--- config.mk ---
export PLATFORM = sky130hd
export DESIGN_NAME = lpmr_csr
export DESIGN_NICKNAME = d
export VERILOG_FILES = /design/src/hw/rtl/lpmr_pkg.sv /design/src/hw/rtl/lpmr_csr.sv
export SDC_FILE = /design/constraint.sdc
export NUM_CORES = 1
export LEC_CHECK = 0
export ABC_CLOCK_PERIOD_IN_PS = 3100
export BUFFER_PORTS_ARGS = -buffer_cell sky130_fd_sc_hd__buf_2
export CORE_ASPECT_RATIO = 1.75
export CORE_MARGIN = 2
export CORE_UTILIZATION = 50
export CTS_CLUSTER_DIAMETER = 150
export DETAILED_ROUTE_END_ITERATION = 8
export HOLD_SLACK_MARGIN = 0.1
export PLACE_DENSITY = 0.86
export SYNTH_ARGS = -nofsm -noshare
export SYNTH_HDL_FRONTEND = slang
export SYNTH_SLANG_ARGS = --single-unit
--- constraint.sdc ---
create_clock -name clock -period 3.1 [get_ports clock]
set_clock_uncertainty 0.1 [all_clocks]
set_input_delay 0.93 -clock clock [delete_from_list [all_inputs] [get_ports clock]]
set_output_delay 0.93 -clock clock [all_outputs]
set_load 0.02 [all_outputs]
--- src/hw/rtl/lpmr_pkg.sv ---
// lpmr_pkg: shared constants, codes and types of the length-prefixed message ring
`default_nettype none

package lpmr_pkg;

   // default ring depth in bytes
   localparam int unsigned DEPTH_DEFAULT = 4096;

   // field widths
   localparam int unsigned OPCODE_W = 2;
   localparam int unsigned BYTE_W   = 8;
   localparam int unsigned LEN_W    = 16;
   localparam int unsigned STATUS_W = 3;
   localparam int unsigned ID_W     = 12;
   localparam int unsigned FILL_W   = 13;

   // configuration port
   localparam int unsigned ADDR_W    = 4;
   localparam int unsigned DATA_W    = 32;
   localparam int unsigned REG_IDX_W = 2;

   // opcodes
   localparam logic [OPCODE_W-1:0] OP_PUSH  = 2'd0;
   localparam logic [OPCODE_W-1:0] OP_POP   = 2'd1;
   localparam logic [OPCODE_W-1:0] OP_READ  = 2'd2;
   localparam logic [OPCODE_W-1:0] OP_CLEAR = 2'd3;

   // result status codes
   localparam logic [STATUS_W-1:0] ST_OK         = 3'd0;
   localparam logic [STATUS_W-1:0] ST_REJECTED   = 3'd1;
   localparam logic [STATUS_W-1:0] ST_SHORT      = 3'd2;
   localparam logic [STATUS_W-1:0] ST_BAD_LENGTH = 3'd3;
   localparam logic [STATUS_W-1:0] ST_BUSY       = 3'd4;
   localparam logic [STATUS_W-1:0] ST_IDLE       = 3'd5;

   // register indexes
   localparam logic [REG_IDX_W-1:0] REG_HEAD_LEN = 2'd0;
   localparam logic [REG_IDX_W-1:0] REG_MIN_LEN  = 2'd1;
   localparam logic [REG_IDX_W-1:0] REG_MAX_LEN  = 2'd2;

   // register reset values
   localparam logic [LEN_W-1:0] HEAD_LEN_RESET = 16'd2;
   localparam logic [LEN_W-1:0] MIN_LEN_RESET  = 16'd2;
   localparam logic [LEN_W-1:0] MAX_LEN_RESET  = 16'hFFFF;

   // configuration seen by the datapath
   typedef struct packed {
      logic [LEN_W-1:0] head_length;
      logic [LEN_W-1:0] min_message_length;
      logic [LEN_W-1:0] max_message_length;
   } cfg_type;

   // one result item
   typedef struct packed {
      logic [STATUS_W-1:0] status;
      logic [LEN_W-1:0]    message_length;
      logic [ID_W-1:0]     message_id;
      logic [BYTE_W-1:0]   data_out;
      logic                last_byte;
      logic                has_message;
      logic [FILL_W-1:0]   fill_count;
   } rsp_type;

endpackage

`default_nettype wire

--- src/hw/rtl/lpmr_csr.sv ---
// lpmr_csr: APB-style register block holding the length limits
`default_nettype none

module lpmr_csr (
   input  logic                          clock,
   input  logic                          reset,
   input  logic                          psel,
   input  logic                          penable,
   input  logic                          pwrite,
   input  logic [lpmr_pkg::ADDR_W-1:0]   paddr,
   input  logic [lpmr_pkg::DATA_W-1:0]   pwdata,
   output logic [lpmr_pkg::DATA_W-1:0]   prdata,
   output logic                          pready,
   output lpmr_pkg::cfg_type             cfg
);
   import lpmr_pkg::*;

   logic [LEN_W-1:0]     head_ff, head_in;
   logic [LEN_W-1:0]     min_ff, min_in;
   logic [LEN_W-1:0]     max_ff, max_in;
   logic [REG_IDX_W-1:0] reg_idx;
   logic                 wr_strobe;

   assign reg_idx   = paddr[ADDR_W-1:2];
   assign wr_strobe = psel && penable && pwrite;
   assign pready    = 1'b1;

   // register write decode
   always_comb begin
      head_in = head_ff;
      min_in  = min_ff;
      max_in  = max_ff;
      if (wr_strobe) begin
         unique case (reg_idx)
            REG_HEAD_LEN: begin
               head_in = pwdata[LEN_W-1:0];
            end
            REG_MIN_LEN: begin
               min_in = pwdata[LEN_W-1:0];
            end
            REG_MAX_LEN: begin
               max_in = pwdata[LEN_W-1:0];
            end
            default: begin
            end
         endcase
      end
   end

   always_ff @(posedge clock) begin
      if (reset) begin
         head_ff <= HEAD_LEN_RESET;
         min_ff  <= MIN_LEN_RESET;
         max_ff  <= MAX_LEN_RESET;
      end else begin
         head_ff <= head_in;
         min_ff  <= min_in;
         max_ff  <= max_in;
      end
   end

   // read-back mux
   always_comb begin
      unique case (reg_idx)
         REG_HEAD_LEN: prdata = DATA_W'(head_ff);
         REG_MIN_LEN:  prdata = DATA_W'(min_ff);
         REG_MAX_LEN:  prdata = DATA_W'(max_ff);
         default:      prdata = '0;
      endcase
   end

   assign cfg.head_length        = head_ff;
   assign cfg.min_message_length = min_ff;
   assign cfg.max_message_length = max_ff;

endmodule

`default_nettype wire

After elaboration in Yosys (flattened, before gate mapping) --
Cells that the tools add are included.
Storage, ports and cells: flip-flop bits (word level) 48, input bits 41, output and inout port bits 81
Operators by class: equality and inequality tests 2, multiplexer cells 1, reductions and logical operators 6
Operators with widths (count):
- $pmux W16 S3 | 1
- $reduce_and A2 Y1 | 3
- $eq A2 B1 Y1 const B | 1
- $eq A2 B2 Y1 const B | 1
- $logic_and A1 B1 Y1 | 2
- $logic_not A2 Y1 | 1

Logic depth before layout (Yosys ltp) --
depth after elaboration 3, depth in mapped cells 5, depth with buffers taken out 3

Least setup slack after synthesis --
Ideal clock, no wire load.
path kind input port to output port, from input port paddr[2] (netlist bit), to output port prdata[10] (netlist bit), arrival time 1851 ps, setup slack 219 ps, cell stages on the path 4, buffers on the path 2, cells stage by stage buf_6 -> buf_4 -> mux2i_1 -> o21ai_0
Between the ends: longest elaborated chain between the ends 2
RTL lines:
- start: declaration | line lpmr_csr.sv:10 | input logic [lpmr_pkg::ADDR_W-1:0] paddr,
- $eq A2 B2 Y1 (tied with other cells) | line lpmr_csr.sv:64 | unique case (reg_idx)
- $pmux W16 S3 * | line lpmr_csr.sv:64
- end: declaration | line lpmr_csr.sv:12 | output logic [lpmr_pkg::DATA_W-1:0] prdata,
Every way passes the cells marked *; elsewhere a longest branch is shown, timed or not.

Worst setup path in the final report --
from input port paddr[2] (netlist bit), to output port prdata[12] (netlist bit)
The elaborated chain is that of the path after synthesis.

==> results_dict.tcl <==
set metrics [dict create \
    status "complete, no violations" \
    timing.critical_path.depth 6 \
    drv_slew 0 \
    synth-seq-area-share_pct 38.7 \
    antenna_cells_inserted 0 \
    instance_count_after_placement_with_tap_cells_included 393 \
    vdd.ir_drop.worst_mv 0.409 \
    place_hpwl_microns 4070 \
    power_per_standard_cell_area_mw_per_mm2 393 \
    root_buffer "clkbuf_8" \
    sequential_cell_area_sq_um 961 \
    routabilityCongestion 0.748 \
    hold_slack_ns 0.394 \
    tritoncts "built" \
    cts_hold_buf 0 \
    port_buffers 86 \
    cpPeakStageDelay_ns 0.23 \
    finalCriticalPeriod_ns 2.83 \
    tightest_slew_ns 0.521 \
    clkSinkCount 48 \
    synth_area_leaders "dfxtp_1, mux2i_1, nand2b_1, buf_4, nor2_1" \
    rsz0062_at_grt "false" \
    floorplan.io_pins 122 \
    drt-vias-per-instance 4.99 \
    slew_headroom_pct 65.2 \
    power.leakage_nw 1.41 \
    clock_pin_slew_of_the_registers_on_the_worst_case_setup_and_hold_paths_ns 0.09 \
    multi_input_comb_area_sq_mm 0.00133 \
    wirelength_microns 5440 \
    cts-root-to-sink-buffers 2 \
    critPathCaptureType "output port" \
    detail_route_antenna_nets 0 \
    hp-class "reg -> reg" \
    synthesis.area_per_instance_sq_um 9.22 \
    synth.yosys.warnings 0 \
    most-common-layout-cells "buf_2, mux2i_1, dfxtp_1" \
    core_sq_mm 0.00475 \
    crit_path_cell_trace "buf_2, nor2b_1, buf_4, nand2_1, o21ai_0, buf_2" \
    synth.largest_area_cell "dfxtp_1" \
    max-cap-violations 0 \
    synth.top_cell.area_share_pct 38.7 \
    grt_first_pass_wirelength_microns 8480 \
    vias 1999 \
    post_cts_buffers 0 \
    drt-initial-drc-count 40 \
    final.fill_count 428 \
    grt_antenna_before_repair 0 \
    fmax_mhz 354 \
    finish.utilization_pct 62.3 \
    wire_per_inst_microns 13.6 \
    critPathTopFamily "buffers and inverters" \
    netlist-cell-type-count 18 \
    setup.worst_path.start_class "primary input" \
    cts-resized-gates 0 \
    syn_inst 269 \
    fin_crit_sh_pct 91.2 \
    hold_violations 0 \
    insertion_delay_to_the_later_sink_of_the_worst_skew_pair_ns 0.29 \
    cp.buffers_inverters 3 \
    die_h_microns 97.2 \
    ys_ff_latch 48 \
    instances_no_fill 401 \
    track_usage_pct 19.3 \
    die_x_microns 57.3 \
    fin_nets 389 \
    reg2regPathDepth 2 \
    critical_path_class "in -> out" \
    worst_ep_arrival_ns 1.80 \
    post_route_cells_drive_above_1_share_pct 30.7 \
    drc 0 \
    area_delta_synth_final_pct 19.3 \
    initial_core_util_pct 52.3 \
    cp_common_cell "buf_2" \
    globalRoute.totalOverflow 0 \
    power.total_mw 1.16 \
    placementRows 33 \
    worstHoldPathCells 2 \
    grt_pass1_vias 1895 \
    fin_tns_setup_ns 0 \
    setup_viol_count_final 0 \
    critPathSlowestCell "buf_4" \
    dr.pass1.iters 4 \
    cts_htree_levels 2 \
    layout_commonest_cell "buf_2" \
    grt_max_degree 47 \
    crit_path_max_fanout 10 \
    cts_buffers 5 \
    netlist_area_sq_mm 0.00248 \
    critical_path_required_ns 2.07 \
    area_of_the_die_sq_mm 0.00556 \
]
==> cells in the mapped netlist <==
cell type,n
buf_2,3
buf_4,20
buf_6,5
clkbuf_1,9
conb_1,2
dfxtp_1,48
mux2i_1,64
nand2_1,16
nand2b_1,45
nand3_2,1
nor2_1,34
nor2b_1,1
nor3_4,1
nor3b_1,2
o21ai_0,15
o21ai_1,1
or3_4,1
or3b_1,1
==> where the power goes <==
group | internal [mW] | switching, mW | leakage, nW
combinational | 0.0648 | 0.110 | 0.969
sequential | 0.624 | 0.00618 | 0.388
clock | 0.157 | 0.200 | 0.0479
==> flip-flops by register name, indices dropped and copies added (netlist names) <==
name,count
min_ff,16
max_ff,16
head_ff,16
==> routing by layer <==
| layer | track usage, % | share of wire, % |
|---|---|---|
| met5 | 0 | 0 |
| met4 | 6.80 | 0.94 |
| met2 | 37.8 | 57 |
| met1 | 18.9 | 38 |
| met3 | 3.73 | 4.9 |
==> path summary, 6_finish.rpt <==
check	to	from	slack, ns
setup / recovery	prdata[12]	paddr[2]	0.27
hold / removal	min_ff[13]	min_ff[13]	0.39
setup reg to reg	min_ff[14]	min_ff[14]	2.34
hold reg to reg	min_ff[13]	min_ff[13]	0.39
==> cell type report <==
| class | instances | share of cell area (%) |
|---|---|---|
| Sequential cell | 48 | 32.5 |
| Timing Repair Buffer | 94 | 17.4 |
| Clock inverter | 3 | 0.634 |
| Multi-Input combinational cell | 199 | 45.0 |
| Tap cell | 52 | 2.20 |
| Clock buffer | 5 | 2.32 |
==> logic make-up (layout without fill, tap and decap cells) <==
| group | count (synthesis) | after routing | synth area share (%) |
|---|---|---|---|
| simple gates | 102 | 102 | 21.6 |
| mux | 64 | 64 | 25.8 |
| flops | 48 | 48 | 38.7 |
| buf+inv | 37 | 102 | 10.3 |
| compound gates | 16 | 16 | 3.23 |
| other cells | 2 | 17 | 0.303 |
==> metrics by stage <==
stage / cell area (sq um) / setup WS, ns
6_report: 2960 / 0.274
3_3_place_gp: 2870 / 0.329
5_1_grt: 2960 / 0.191
2_1_floorplan: 2540 / 0.219
3_5_place_dp: 2870 / 0.278
4_1_cts: 2960 / 0.267
==> worst register-to-register path: cells and delay by family, from the launching register on <==
| kind | cells | cell delay (ns) |
|---|---|---|
| muxes | 1 | 0.14 |
| and+or+nand+nor | 1 | 0.08 |
| DFF | 1 | 0.37 |
No activity file was read; power rests on OpenSTA's default activity.
